$ cat src/rtl/one_wire_master_sequencer_assert.svh
// ---------------------------------------------------------------------------
// One-wire master sequencer assertion macros
// Clocked on clk, disabled during rst; empty when SYNTHESIS is defined.
// ---------------------------------------------------------------------------
`ifndef ONE_WIRE_MASTER_SEQUENCER_ASSERT_SVH
`define ONE_WIRE_MASTER_SEQUENCER_ASSERT_SVH

`ifndef SYNTHESIS

`define OWM_ASSERT_IMPL(label, ante, cons) \
  label: assert property (@(posedge clk) disable iff (rst) (ante) |-> (cons)) \
    else $error("one-wire sequencer check failed");

`define OWM_ASSERT_NEVER(label, expr) \
  label: assert property (@(posedge clk) disable iff (rst) !(expr)) \
    else $error("one-wire sequencer check failed");

`else

`define OWM_ASSERT_IMPL(label, ante, cons)

`define OWM_ASSERT_NEVER(label, expr)

`endif

`endif

$ cat src/rtl/owm_pkg.sv
// ---------------------------------------------------------------------------
// One-wire master sequencer package
// Command codes, register indexes, phase encoding and shared item types.
// ---------------------------------------------------------------------------
package owm_pkg;

  typedef enum logic [1:0] {
    CMD_TICK  = 2'd0,
    CMD_RESET = 2'd1,
    CMD_WRITE = 2'd2,
    CMD_READ  = 2'd3
  } cmd_t;

  localparam int CFG_W     = 12;
  localparam int CFG_IDX_W = 3;
  localparam int CFG_COUNT = 5;

  localparam logic [CFG_IDX_W-1:0] CFG_RESET_LOW   = 3'd0;
  localparam logic [CFG_IDX_W-1:0] CFG_SHORT       = 3'd1;
  localparam logic [CFG_IDX_W-1:0] CFG_LONG        = 3'd2;
  localparam logic [CFG_IDX_W-1:0] CFG_AFTER_RESET = 3'd3;
  localparam logic [CFG_IDX_W-1:0] CFG_HOLD_DOWN   = 3'd4;

  localparam logic [CFG_W-1:0] DEF_RESET_LOW   = 12'd480;
  localparam logic [CFG_W-1:0] DEF_SHORT       = 12'd10;
  localparam logic [CFG_W-1:0] DEF_LONG        = 12'd60;
  localparam logic [CFG_W-1:0] DEF_AFTER_RESET = 12'd480;
  localparam logic [CFG_W-1:0] DEF_HOLD_DOWN   = 12'd2;

  localparam int BITS_PER_BYTE = 8;
  localparam logic [2:0] BIT_LAST = 3'(BITS_PER_BYTE - 1);

  localparam logic [1:0] STATUS_PRESENCE = 2'd0;
  localparam logic [1:0] STATUS_NONE     = 2'd1;
  localparam logic [1:0] STATUS_BUS_LOW  = 2'd2;

  localparam int QUEUE_DEPTH = 2;

  typedef enum logic [9:0] {
    PH_IDLE      = 10'b00_0000_0001,
    PH_RST_LOW   = 10'b00_0000_0010,
    PH_RST_WAIT  = 10'b00_0000_0100,
    PH_RST_RECOV = 10'b00_0000_1000,
    PH_WR_LOW    = 10'b00_0001_0000,
    PH_WR_HIGH   = 10'b00_0010_0000,
    PH_RD_HOLD   = 10'b00_0100_0000,
    PH_RD_DELAY  = 10'b00_1000_0000,
    PH_RD_REST   = 10'b01_0000_0000,
    PH_RD_FINAL  = 10'b10_0000_0000
  } phase_t;

  typedef struct packed {
    logic       is_reset;
    logic       is_write;
    logic       is_read;
    logic [7:0] tx_byte;
    logic       line_level;
  } op_t;

  typedef struct packed {
    logic [1:0] status;
    logic [7:0] rx_byte;
    logic       done;
    logic       busy;
    logic       drive_low;
  } result_t;

endpackage

$ cat src/rtl/owm_front.sv
// ---------------------------------------------------------------------------
// One-wire master front end
// Unpacks an input item and classifies its command into operation flags.
// ---------------------------------------------------------------------------
module owm_front (
  input  logic [15:0]   tdata,
  input  logic [1:0]    tuser,
  output owm_pkg::op_t  op
);

  owm_pkg::cmd_t cmd;

  assign cmd = owm_pkg::cmd_t'(tuser);

  always_comb begin
    op            = '0;
    op.tx_byte    = tdata[7:0];
    op.line_level = tdata[8];
    unique case (cmd)
      owm_pkg::CMD_RESET: op.is_reset = 1'b1;
      owm_pkg::CMD_WRITE: op.is_write = 1'b1;
      owm_pkg::CMD_READ:  op.is_read  = 1'b1;
      default: ;
    endcase
  end

endmodule

$ cat src/rtl/owm_queue.sv
// ---------------------------------------------------------------------------
// One-wire master item queue
// Two-entry FIFO between the front end and the sequencer.
// ---------------------------------------------------------------------------
module owm_queue (
  input  logic         clk,
  input  logic         rst,
  input  logic         push,
  input  owm_pkg::op_t push_op,
  output logic         in_ready,
  input  logic         pop,
  output owm_pkg::op_t pop_op,
  output logic         out_valid
);

  localparam int PTR_W = $clog2(owm_pkg::QUEUE_DEPTH);
  localparam int CNT_W = $clog2(owm_pkg::QUEUE_DEPTH + 1);
  localparam logic [CNT_W-1:0] FULL = CNT_W'(owm_pkg::QUEUE_DEPTH);
  localparam logic [PTR_W-1:0] PTR_LAST = PTR_W'(owm_pkg::QUEUE_DEPTH - 1);

  owm_pkg::op_t     entries [owm_pkg::QUEUE_DEPTH];
  logic [PTR_W-1:0] wr_ptr;
  logic [PTR_W-1:0] rd_ptr;
  logic [CNT_W-1:0] count;
  logic             do_push;
  logic             do_pop;

  assign in_ready  = (count != FULL);
  assign out_valid = (count != '0);
  assign do_push   = push && in_ready;
  assign do_pop    = pop && out_valid;
  assign pop_op    = entries[rd_ptr];

  always_ff @(posedge clk) begin
    if (do_push) begin
      entries[wr_ptr] <= push_op;
    end
  end

  always_ff @(posedge clk) begin
    if (rst) begin
      wr_ptr <= '0;
      rd_ptr <= '0;
      count  <= '0;
    end else begin
      if (do_push) begin
        wr_ptr <= (wr_ptr == PTR_LAST) ? '0 : wr_ptr + 1'b1;
      end
      if (do_pop) begin
        rd_ptr <= (rd_ptr == PTR_LAST) ? '0 : rd_ptr + 1'b1;
      end
      if (do_push && !do_pop) begin
        count <= count + 1'b1;
      end else if (do_pop && !do_push) begin
        count <= count - 1'b1;
      end
    end
  end

endmodule

$ cat src/rtl/owm_back.sv
// ---------------------------------------------------------------------------
// One-wire master back end
// Timing registers, slot sequencer and registered result output.
// ---------------------------------------------------------------------------
`include "one_wire_master_sequencer_assert.svh"

module owm_back #(
  parameter int TIMER_WIDTH = 12
) (
  input  logic                                 clk,
  input  logic                                 rst,
  input  logic                                 cfg_valid,
  input  logic [owm_pkg::CFG_IDX_W-1:0]        cfg_index,
  input  logic [owm_pkg::CFG_W-1:0]            cfg_data,
  input  logic                                 op_valid,
  input  owm_pkg::op_t                         op,
  output logic                                 op_pop,
  output logic                                 m_tvalid,
  input  logic                                 m_tready,
  output owm_pkg::result_t                     result
);

  localparam int WIDE = (TIMER_WIDTH > owm_pkg::CFG_W) ? TIMER_WIDTH : owm_pkg::CFG_W;
  localparam logic [WIDE-1:0] TMAX = WIDE'((64'd1 << TIMER_WIDTH) - 64'd1);

  logic [owm_pkg::CFG_W-1:0] cfg_regs [owm_pkg::CFG_COUNT];

  owm_pkg::phase_t        phase, phase_next;
  logic [TIMER_WIDTH-1:0] tick_count, tick_count_next;
  logic [2:0]             bit_index, bit_index_next;
  logic [7:0]             shift_byte, shift_byte_next;
  logic [1:0]             last_status, last_status_next;
  logic [7:0]             rx_last, rx_last_next;
  logic                   done_next;
  logic                   drive_next;
  owm_pkg::phase_t        ph_cur;

  function automatic logic [TIMER_WIDTH-1:0] dur(input logic [owm_pkg::CFG_W-1:0] v);
    logic [WIDE-1:0] vw;
    vw = WIDE'(v);
    if (vw > TMAX) vw = TMAX;
    if (vw == '0) vw = WIDE'(1);
    return vw[TIMER_WIDTH-1:0];
  endfunction

  assign op_pop = op_valid && (!m_tvalid || m_tready);

  always_ff @(posedge clk) begin
    if (rst) begin
      cfg_regs[owm_pkg::CFG_RESET_LOW]   <= owm_pkg::DEF_RESET_LOW;
      cfg_regs[owm_pkg::CFG_SHORT]       <= owm_pkg::DEF_SHORT;
      cfg_regs[owm_pkg::CFG_LONG]        <= owm_pkg::DEF_LONG;
      cfg_regs[owm_pkg::CFG_AFTER_RESET] <= owm_pkg::DEF_AFTER_RESET;
      cfg_regs[owm_pkg::CFG_HOLD_DOWN]   <= owm_pkg::DEF_HOLD_DOWN;
    end else if (cfg_valid && (cfg_index < owm_pkg::CFG_IDX_W'(owm_pkg::CFG_COUNT))) begin
      cfg_regs[cfg_index] <= cfg_data;
    end
  end

  always_comb begin
    phase_next       = phase;
    tick_count_next  = tick_count;
    bit_index_next   = bit_index;
    shift_byte_next  = shift_byte;
    last_status_next = last_status;
    rx_last_next     = rx_last;
    done_next        = 1'b0;
    drive_next       = 1'b0;

    if (phase == owm_pkg::PH_IDLE) begin
      if (op.is_reset) begin
        if (!op.line_level) begin
          last_status_next = owm_pkg::STATUS_BUS_LOW;
          done_next        = 1'b1;
        end else begin
          phase_next      = owm_pkg::PH_RST_LOW;
          tick_count_next = dur(cfg_regs[owm_pkg::CFG_RESET_LOW]);
        end
      end else if (op.is_write) begin
        shift_byte_next = op.tx_byte;
        bit_index_next  = '0;
        phase_next      = owm_pkg::PH_WR_LOW;
        tick_count_next = op.tx_byte[0] ? dur(cfg_regs[owm_pkg::CFG_SHORT])
                                        : dur(cfg_regs[owm_pkg::CFG_LONG]);
      end else if (op.is_read) begin
        shift_byte_next = '0;
        bit_index_next  = '0;
        phase_next      = owm_pkg::PH_RD_HOLD;
        tick_count_next = dur(cfg_regs[owm_pkg::CFG_HOLD_DOWN]);
      end
    end

    ph_cur = phase_next;
    if (ph_cur != owm_pkg::PH_IDLE) begin
      drive_next = (ph_cur == owm_pkg::PH_RST_LOW) || (ph_cur == owm_pkg::PH_WR_LOW) ||
                   (ph_cur == owm_pkg::PH_RD_HOLD);
      if (tick_count_next != '0) tick_count_next = tick_count_next - 1'b1;
      if (tick_count_next == '0) begin
        unique case (ph_cur)
          owm_pkg::PH_RST_LOW: begin
            phase_next      = owm_pkg::PH_RST_WAIT;
            tick_count_next = dur(cfg_regs[owm_pkg::CFG_LONG]);
          end
          owm_pkg::PH_RST_WAIT: begin
            last_status_next = op.line_level ? owm_pkg::STATUS_NONE
                                             : owm_pkg::STATUS_PRESENCE;
            phase_next       = owm_pkg::PH_RST_RECOV;
            tick_count_next  = dur(cfg_regs[owm_pkg::CFG_AFTER_RESET]);
          end
          owm_pkg::PH_WR_LOW: begin
            phase_next      = owm_pkg::PH_WR_HIGH;
            tick_count_next = shift_byte_next[0] ? dur(cfg_regs[owm_pkg::CFG_LONG])
                                                 : dur(cfg_regs[owm_pkg::CFG_SHORT]);
          end
          owm_pkg::PH_WR_HIGH: begin
            shift_byte_next = {1'b0, shift_byte_next[7:1]};
            if (bit_index_next == owm_pkg::BIT_LAST) begin
              phase_next      = owm_pkg::PH_IDLE;
              tick_count_next = '0;
              done_next       = 1'b1;
            end else begin
              bit_index_next  = bit_index_next + 1'b1;
              phase_next      = owm_pkg::PH_WR_LOW;
              tick_count_next = shift_byte_next[0] ? dur(cfg_regs[owm_pkg::CFG_SHORT])
                                                   : dur(cfg_regs[owm_pkg::CFG_LONG]);
            end
          end
          owm_pkg::PH_RD_HOLD: begin
            phase_next      = owm_pkg::PH_RD_DELAY;
            tick_count_next = dur(cfg_regs[owm_pkg::CFG_SHORT]);
          end
          owm_pkg::PH_RD_DELAY: begin
            shift_byte_next = {op.line_level, shift_byte_next[7:1]};
            phase_next      = owm_pkg::PH_RD_REST;
            tick_count_next = dur(cfg_regs[owm_pkg::CFG_LONG]);
          end
          owm_pkg::PH_RD_REST: begin
            if (bit_index_next == owm_pkg::BIT_LAST) begin
              phase_next = owm_pkg::PH_RD_FINAL;
              tick_count_next = dur(cfg_regs[owm_pkg::CFG_LONG]);
            end else begin
              bit_index_next  = bit_index_next + 1'b1;
              phase_next      = owm_pkg::PH_RD_HOLD;
              tick_count_next = dur(cfg_regs[owm_pkg::CFG_HOLD_DOWN]);
            end
          end
          owm_pkg::PH_RD_FINAL: begin
            rx_last_next    = shift_byte_next;
            phase_next      = owm_pkg::PH_IDLE;
            tick_count_next = '0;
            done_next       = 1'b1;
          end
          default: begin
            phase_next      = owm_pkg::PH_IDLE;
            tick_count_next = '0;
            done_next       = 1'b1;
          end
        endcase
      end
    end
  end

  always_ff @(posedge clk) begin
    if (rst) begin
      phase       <= owm_pkg::PH_IDLE;
      tick_count  <= '0;
      bit_index   <= '0;
      shift_byte  <= '0;
      last_status <= '0;
      rx_last     <= '0;
      m_tvalid    <= 1'b0;
    end else begin
      if (op_pop) begin
        phase       <= phase_next;
        tick_count  <= tick_count_next;
        bit_index   <= bit_index_next;
        shift_byte  <= shift_byte_next;
        last_status <= last_status_next;
        rx_last     <= rx_last_next;
        m_tvalid    <= 1'b1;
      end else if (m_tready) begin
        m_tvalid <= 1'b0;
      end
    end
  end

  always_ff @(posedge clk) begin
    if (op_pop) begin
      result.drive_low <= drive_next;
      result.busy      <= (phase_next != owm_pkg::PH_IDLE);
      result.done      <= done_next;
      result.rx_byte   <= rx_last_next;
      result.status    <= last_status_next;
    end
  end

  `OWM_ASSERT_IMPL(a_idle_count_zero, phase == owm_pkg::PH_IDLE, tick_count == '0)
  `OWM_ASSERT_IMPL(a_busy_count_live, phase != owm_pkg::PH_IDLE, tick_count != '0)
  `OWM_ASSERT_IMPL(a_done_not_busy, m_tvalid && result.done, !result.busy)
  `OWM_ASSERT_NEVER(a_drive_on_done, m_tvalid && result.drive_low && result.done)

endmodule

$ cat src/rtl/one_wire_master_sequencer.sv
// Path: an accepted input item is registered in the queue, then the sequencer step
//   registers its result item in the output register.
// Throughput: 1 item per cycle while the result output is not held by a low m_tready.
// Reset: synchronous; clears the queue, sequencer and output valid, and loads
//   the timing registers with their defaults. No clearing pass.
// ---------------------------------------------------------------------------
// One-wire master sequencer
// Tick-driven 1-Wire bus master: reset/presence, byte write and byte read.
// ---------------------------------------------------------------------------
module one_wire_master_sequencer #(
  parameter int TIMER_WIDTH = 12
) (
  input  logic                          clk,
  input  logic                          rst,
  input  logic                          s_tvalid,
  output logic                          s_tready,
  input  logic [15:0]                   s_tdata,   // tx_byte[7:0], line_level[8], zeros
  input  logic [1:0]                    s_tuser,   // command[1:0]
  output logic                          m_tvalid,
  input  logic                          m_tready,
  output logic [15:0]                   m_tdata,   // drive_low[0], busy_res[1], done_res[2],
                                                   // rx_byte[10:3], status[12:11], zeros
  input  logic                          cfg_valid,
  output logic                          cfg_ready,
  input  logic [owm_pkg::CFG_IDX_W-1:0] cfg_index,
  input  logic [owm_pkg::CFG_W-1:0]     cfg_data
);

  owm_pkg::op_t     front_op;
  owm_pkg::op_t     queue_op;
  logic             queue_valid;
  logic             queue_pop;
  owm_pkg::result_t result;

  assign cfg_ready = 1'b1;

  owm_front u_front (
    .tdata (s_tdata),
    .tuser (s_tuser),
    .op    (front_op)
  );

  owm_queue u_queue (
    .clk       (clk),
    .rst       (rst),
    .push      (s_tvalid),
    .push_op   (front_op),
    .in_ready  (s_tready),
    .pop       (queue_pop),
    .pop_op    (queue_op),
    .out_valid (queue_valid)
  );

  owm_back #(
    .TIMER_WIDTH (TIMER_WIDTH)
  ) u_back (
    .clk       (clk),
    .rst       (rst),
    .cfg_valid (cfg_valid),
    .cfg_index (cfg_index),
    .cfg_data  (cfg_data),
    .op_valid  (queue_valid),
    .op        (queue_op),
    .op_pop    (queue_pop),
    .m_tvalid  (m_tvalid),
    .m_tready  (m_tready),
    .result    (result)
  );

  assign m_tdata = {3'b000, result.status, result.rx_byte, result.done, result.busy,
                    result.drive_low};

endmodule

$ cat config.mk
export PLATFORM = sky130hd
export DESIGN_NAME = one_wire_master_sequencer
export DESIGN_NICKNAME = d
export VERILOG_FILES = /design/src/rtl/owm_pkg.sv /design/src/rtl/owm_front.sv /design/src/rtl/owm_queue.sv /design/src/rtl/owm_back.sv /design/src/rtl/one_wire_master_sequencer.sv
export VERILOG_INCLUDE_DIRS = /design/src /design/src/rtl
export SDC_FILE = /design/constraint.sdc
export NUM_CORES = 1
export LEC_CHECK = 0
export ABC_AREA = 1
export ABC_CLOCK_PERIOD_IN_PS = 3000
export BUFFER_PORTS_ARGS = -buffer_cell sky130_fd_sc_hd__buf_4
export CORE_MARGIN = 2
export CORE_UTILIZATION = 55
export DETAILED_ROUTE_END_ITERATION = 8
export HOLD_SLACK_MARGIN = 0.08
export PLACE_DENSITY = 0.76
export SLEW_MARGIN = 20
export SYNTH_ARGS = -nofsm -noshare
export SYNTH_HDL_FRONTEND = slang
export SYNTH_SLANG_ARGS = --single-unit
$ cat constraint.sdc
create_clock -name clk -period 3 [get_ports clk]
set_clock_uncertainty 0.1 [all_clocks]
set_input_delay 0.45 -clock clk [delete_from_list [all_inputs] [get_ports clk]]
set_output_delay 0.45 -clock clk [all_outputs]
set_load 0.05 [all_outputs]
# Word-level counts from Yosys, hierarchy flattened
# Memory sizes are Yosys's and may differ from the RTL's. A register that Yosys moved wholly into a read port is not among the register bits.
# Index checks and enable logic that the tools add are counted.
# W data, S select, Z words.
[totals] memories=2 ramBits=84 input_bits=38 latch_bits=0 reg_bits=61 rom_bits=0 output_inout_bits=19 word_cells=223
[classes] magnitude_cmp=6 n_shift=0 bitwise=0 eq_ne=16 n_mux=144 multipliers=0 n_reduce_logical=34 n_div=0 add_sub_neg=6
[memory_table] name="u_back.cfg_regs" words=5 word_bits=12 rd=5 rd_ports_with_merged_regs=0 write_ports=5 line="owm_back.sv:26" text="logic [owm_pkg::CFG_W-1:0] cfg_regs [owm_pkg::CFG_COUNT];"
[memory_table] name="u_queue.entries" words=2 word_bits=12 rd=1 rd_ports_with_merged_regs=1 write_ports=1 line="owm_queue.sv:21" text="owm_pkg::op_t entries [owm_pkg::QUEUE_DEPTH];"
[ops] op="$mux W12" count=81
[ops] op="$logic_not A12 Y1" count=15
[ops] op="$pmux W12 S7" count=1
[ops] op="$mux W10" count=8
[ops] op="$mux W8" count=9
[ops] op="$pmux W10 S7" count=1
[ops] op="$gt A12 B12 Y1 const B" count=5
[ops] op="$mux W3" count=9
[ops] op="$mux W1" count=24
[ops] op="$ne A10 B1 Y1 const B" count=2
[ops] op="$mux W2" count=8
[ops] op="$pmux W8 S2" count=1
[ops] op="$reduce_bool A12 Y1" count=1
[ops] op="$reduce_or A12 Y1" count=1
[ops] op="$sub A12 B1 Y12 const B" count=1
[ops] op="$eq A10 B1 Y1 const B" count=1
[ops] op="$eq A10 B10 Y1 const B" count=1
[ops] op="$eq A10 B2 Y1 const B" count=1
[ops] op="$eq A10 B3 Y1 const B" count=1
[ops] op="$eq A10 B5 Y1 const B" count=1
[ops] op="$eq A10 B6 Y1 const B" count=1
[ops] op="$eq A10 B7 Y1 const B" count=1
[ops] op="$eq A10 B8 Y1 const B" count=1
[ops] op="$eq A10 B9 Y1 const B" count=1
[ops] op="17 further kinds" count=30

# Depth between registers and ports, before layout
# An unclocked memory read counts as a cell.
[depth] ltp_word=26 ltp_mapped=29 ltp_nobuf=26

# Hierarchy
# From an unflattened synthesis, not the netlist that was laid out.
[hier_totals] cells_unflattened=1316 area_unflattened_um2=9323.9
[modules_own_cells] mod="owm_back" seq_area_each_um2=3072.9 n_inst=1 area_each_um2=8047.7 cells_per_inst=1221
[modules_own_cells] mod="owm_queue" seq_area_each_um2=820.8 n_inst=1 area_each_um2=1148.6 cells_per_inst=74
[modules_own_cells] mod="owm_front" seq_area_each_um2=0.0 n_inst=1 area_each_um2=90.1 cells_per_inst=15
[modules_own_cells] mod="one_wire_master_sequencer" seq_area_each_um2=0.0 n_inst=1 area_each_um2=37.5 cells_per_inst=6

# Least setup slack after synthesis
# OpenSTA, ideal clock, no wires.
[synth_path] path_type="register to register" start="register (tool-made name)" end="register u_back.result[1] (netlist name)" setup_time_ps=260 period_less_slack_ps=3276 required_ps=2640 path_stages_with_launch=29 path_buffers=4 slack_ps=-276 t_arrival_ps=2916 cell_sequence="dfxtp_1 -> buf_6 -> inv_6 -> nand2_2 -> nand2_2 -> buf_4 -> o21ai_0 -> inv_1 -> nand2_1 -> nand3_1 -> nand2_1 -> nand2_1 -> inv_2 -> ha_1 -> nand3_4 -> nor2_8 -> nand2_4 -> buf_6 -> nand2_2 -> nand2_1 -> nor2_2 -> nand3_4 -> buf_6 -> nand2_1 -> nand2_1 -> inv_2 -> nand2_1 -> nor2_1 -> nand3_1"

==> metrics.txt <==
Final Hold Fails=0; maximum level of the CTS H-tree=4; timing-limited maximum frequency=a little over 300 MHz; number of nets with antenna violations after routing=0; number of standard cells after synthesis=between 1000 and 1500; worst slack after detailed placement=-292.7 ps; number of rows in the core area=47; Power Dens Cells=approximately 1300 nW/µm²; width of the chip=between 100 and 150 µm; pin count of the biggest net entering global routing=57; leftover overflow at the end of global routing=0; number of slew-limit violations in the final report=0; final routed wire length divided by cell count=~17 µm; final routed wirelength across all metal layers=30460 µm; vias per inst=roughly 5.6; Clock Power Share=a little over an eighth; die height=approximately 130 µm; Die Outline Area=17910 µm²; largest area contributor in the netlist=edfxtp_1; switching pwr=~8.3 mW; count of flip-flops with a built-in enable after synthesis=between 90 and 100; final setup fails=between 50 and 60; number of vias after detailed routing=a little under 10000; net count of the finished layout=approximately 1600; first-pass GRT wire length=47070 µm; via count of the first global-routing pass=between 9000 and 10000; violated checks=setup timing; Pint=roughly 8.6 mW; number of buffers between clock root and the deepest sink=2; cell with the most instances after synthesis=nand2_1; number of buffers inserted by port buffering=45; hold slack=between 90 and 100 ps; clock slew seen by the registers of the worst setup and hold paths=~70 ps; Net Sw Frac=48.92%; Critical Path RT=a little over 3000 ps; crit path DAT=3390 ps; combinational cell fraction of total power=between 70% and 80%; kind of cell adding the most delay to the critical path=simple AND/OR/NAND/NOR gates; Worst VDD drop=approximately 0.95 mV; cell at the root of the clock tree=clkbuf_16; area of all placed cells without fillers=~13000 µm²; biggest cell delay along the critical path=around 360 ps; Unique masters post-synth=52; critical path fanouts, max=7; class of the worst hold path=input port to register; cells taking the most area after synthesis=edfxtp_1 31%, nand2_1 14%, dfxtp_1 11%; warnings from Yosys=0; library cell contributing the largest single delay on the critical path=dfxtp_4; fraction of registers with async set or reset after synthesis=0%; Yosys top cell area share=between 30% and 40%; total iterations of the first detailed-routing run=6; Ports=57; main flop type after synthesis=edfxtp_1; unrepaired setup endpoints after global routing=true; placed wire-length estimate after detailed placement=between 20000 and 25000 µm; Slew @ Worst Pin=588.2 ps; Most Frequent Cell on Critical Path=nand2_2; share of cells above drive strength 1=roughly 34%; number of buffers inserted by hold repair at cts=0; worst path setup slack after routing=-298.6 ps; # diodes=0; total power=~17 mW; final-layout setup total negative slack=-10180 ps; leakage power figure=between 5 and 6 nW; Tmin final=3299 ps; element type at the critical path start=register; number of remaining DRC errors=0; Max Cap Viol=0; starting density of the core=a little under three fifths; Buffers & Inverters on Critical Path=5; Routability Congestion=about 1; number of antenna violations at the first check in global routing=0; count of clock tree sinks=about 150; placeable core area=16520 µm²; final clock period utilization by the worst path=110.0%; Worst-Skew Late Latency=between 400 and 500 ps; cell area after technology mapping=between 9000 and 10000 µm²; type of the worst setup path=register to register; outcome=complete, but fails checks; relative contribution of sequential cells to total power=between 15 and 20%; number of flip-flops and latches in the synthesized netlist=around 150; Relative slew margins=approximately three fifths; Num CTS Buffers=17; portion of the post-synthesis area used by sequential elements=around two fifths; category of the worst setup path capture point=register; Commonest cells post-synth=354 x nand2_1, 146 x inv_1, 134 x nor2_1; TritonCTS clock tree=yes; post-synthesis average cell area=roughly 7.4 µm²; Placement Cell Area=~11000 µm²; initial detailed-routing violation count=slightly below 1000; area delta synth->final=38.13%; GRT Util Overall=between 30% and 40%
[power groups by stage]
stage	sequential (mW)	clock, mW	combinational, mW
2_1_floorplan	3.19	0	5.48
3_3_place_gp	2.85	0	9.38
3_5_place_dp	2.87	0	9.51
4_1_cts	2.85	2.17	10.7
5_1_grt	2.90	2.29	12.6
6_report	2.86	2.19	11.8
[cell families (layout without fill, tap and decap cells)]
kind of cell / count (synthesis) / after routing / synth area share, %
multiplexers: 7 / 7 / 0.7557
adder cells (fa/ha/maj): 3 / 3 / 0.4048
buffers and inverters: 209 / 483 / 10.12
AO/OA/AOI/OAI: 202 / 202 / 12.98
flip-flops: 146 / 146 / 41.99
AND/OR/NAND/NOR: 686 / 689 / 33.29
other: 2 / 4 / 0.08099
XOR/XNOR: 4 / 4 / 0.3779
[sequential cells by signal, indices dropped and copies added, names as in the netlist, 2 cells and up, named ones only]
register	count
u_back.rx_last	8
u_back.bit_index	3
u_back.last_status	2
u_queue.entries	24
u_back.tick_count	12
u_back.cfg_regs	60
u_back.result	13
u_back.phase	10
u_queue.count	2
u_back.shift_byte	8
[placed cells by master (no fill, tap or decap), types with 17 or more instances in the layout]
master / instances
o21ai_2: 17
nand4_1: 21
nor2_1: 125
nand3_1: 68
buf_4: 262
inv_1: 142
dfxtp_1: 46
clkbuf_16: 17
edfxtp_1: 97
nand2_2: 61
nand2_1: 303
inv_2: 17
o21ai_0: 51
nand2_4: 20
a21oi_1: 49
o21ai_1: 26
[final cells by class]
class	instances	area, µm²
tap	220	275.3
sequential	146	3900
inverter	164	640.6
fill	1133	3716
multi-input combinational	909	5059
timing repair inverter	1	8.758
timing repair buffer	286	2336
clock inverter	15	163.9
clock buffer	17	425.4
[worst register-to-register path: stages, from the launching register on]
cell and delay (ps):
dfxtp_4 360, buf_12 120, buf_16 130, nand2_8 60
nand2_8 90, nand2_2 120, inv_2 70, nand2_1 80
nand2_1 70, nand2_1 100, nand3_4 110, nor2_4 160
nand2_4 80, nor2_8 190, buf_6 180, nand3_4 90
nand2_4 100, nand2_4 70, nor2_4 140, nand3_4 180
nand2_2 110, nand2_2 60, inv_2 50, nand2_2 70
nor2_2 110, nand3_1 70
[path summary, 6_finish.rpt]
kind	start	endpoint	slack [ps]	cells after the start
max	register	u_back.result[1]$_DFFE_PP_	-300	25
min	s_tdata[7]	u_queue.entries[1][8]$_DFFE_PP_	90	1
max reg2reg	register	u_back.result[1]$_DFFE_PP_	-300	25
min reg2reg	u_back.shift_byte[0]$_SDFFE_PP0P_	u_back.shift_byte[0]$_SDFFE_PP0P_	370	2
[routing by layer]
metal	up-vias	wire, µm	global-route usage, %
li1	4680	-	-
met1	4520	11900	43.13
met2	544	14560	56.07
met3	126	2524	5.291
met4	0	1482	16.67
met5	-	0	0
[metrics by stage]
| stage | std cells | util, % |
|---|---|---|
| after floorplan | 1261 | - |
| after global placement | 1702 | 69.03 |
| after detailed placement | 1702 | 69.03 |
| after CTS | 1751 | 75.33 |
| after global routing | 1758 | 77.51 |
| final | 1758 | 77.51 |
[repair_timing]
item / 4_1_cts / 5_1_grt
gates resized for setup: 71 / 82
pin swaps: 37 / 51
buffers inserted: 13 / 8
cloned: 5 / 0
endpoints found under the setup margin: 55 / 55
No activity file was read; power rests on OpenSTA's default activity.
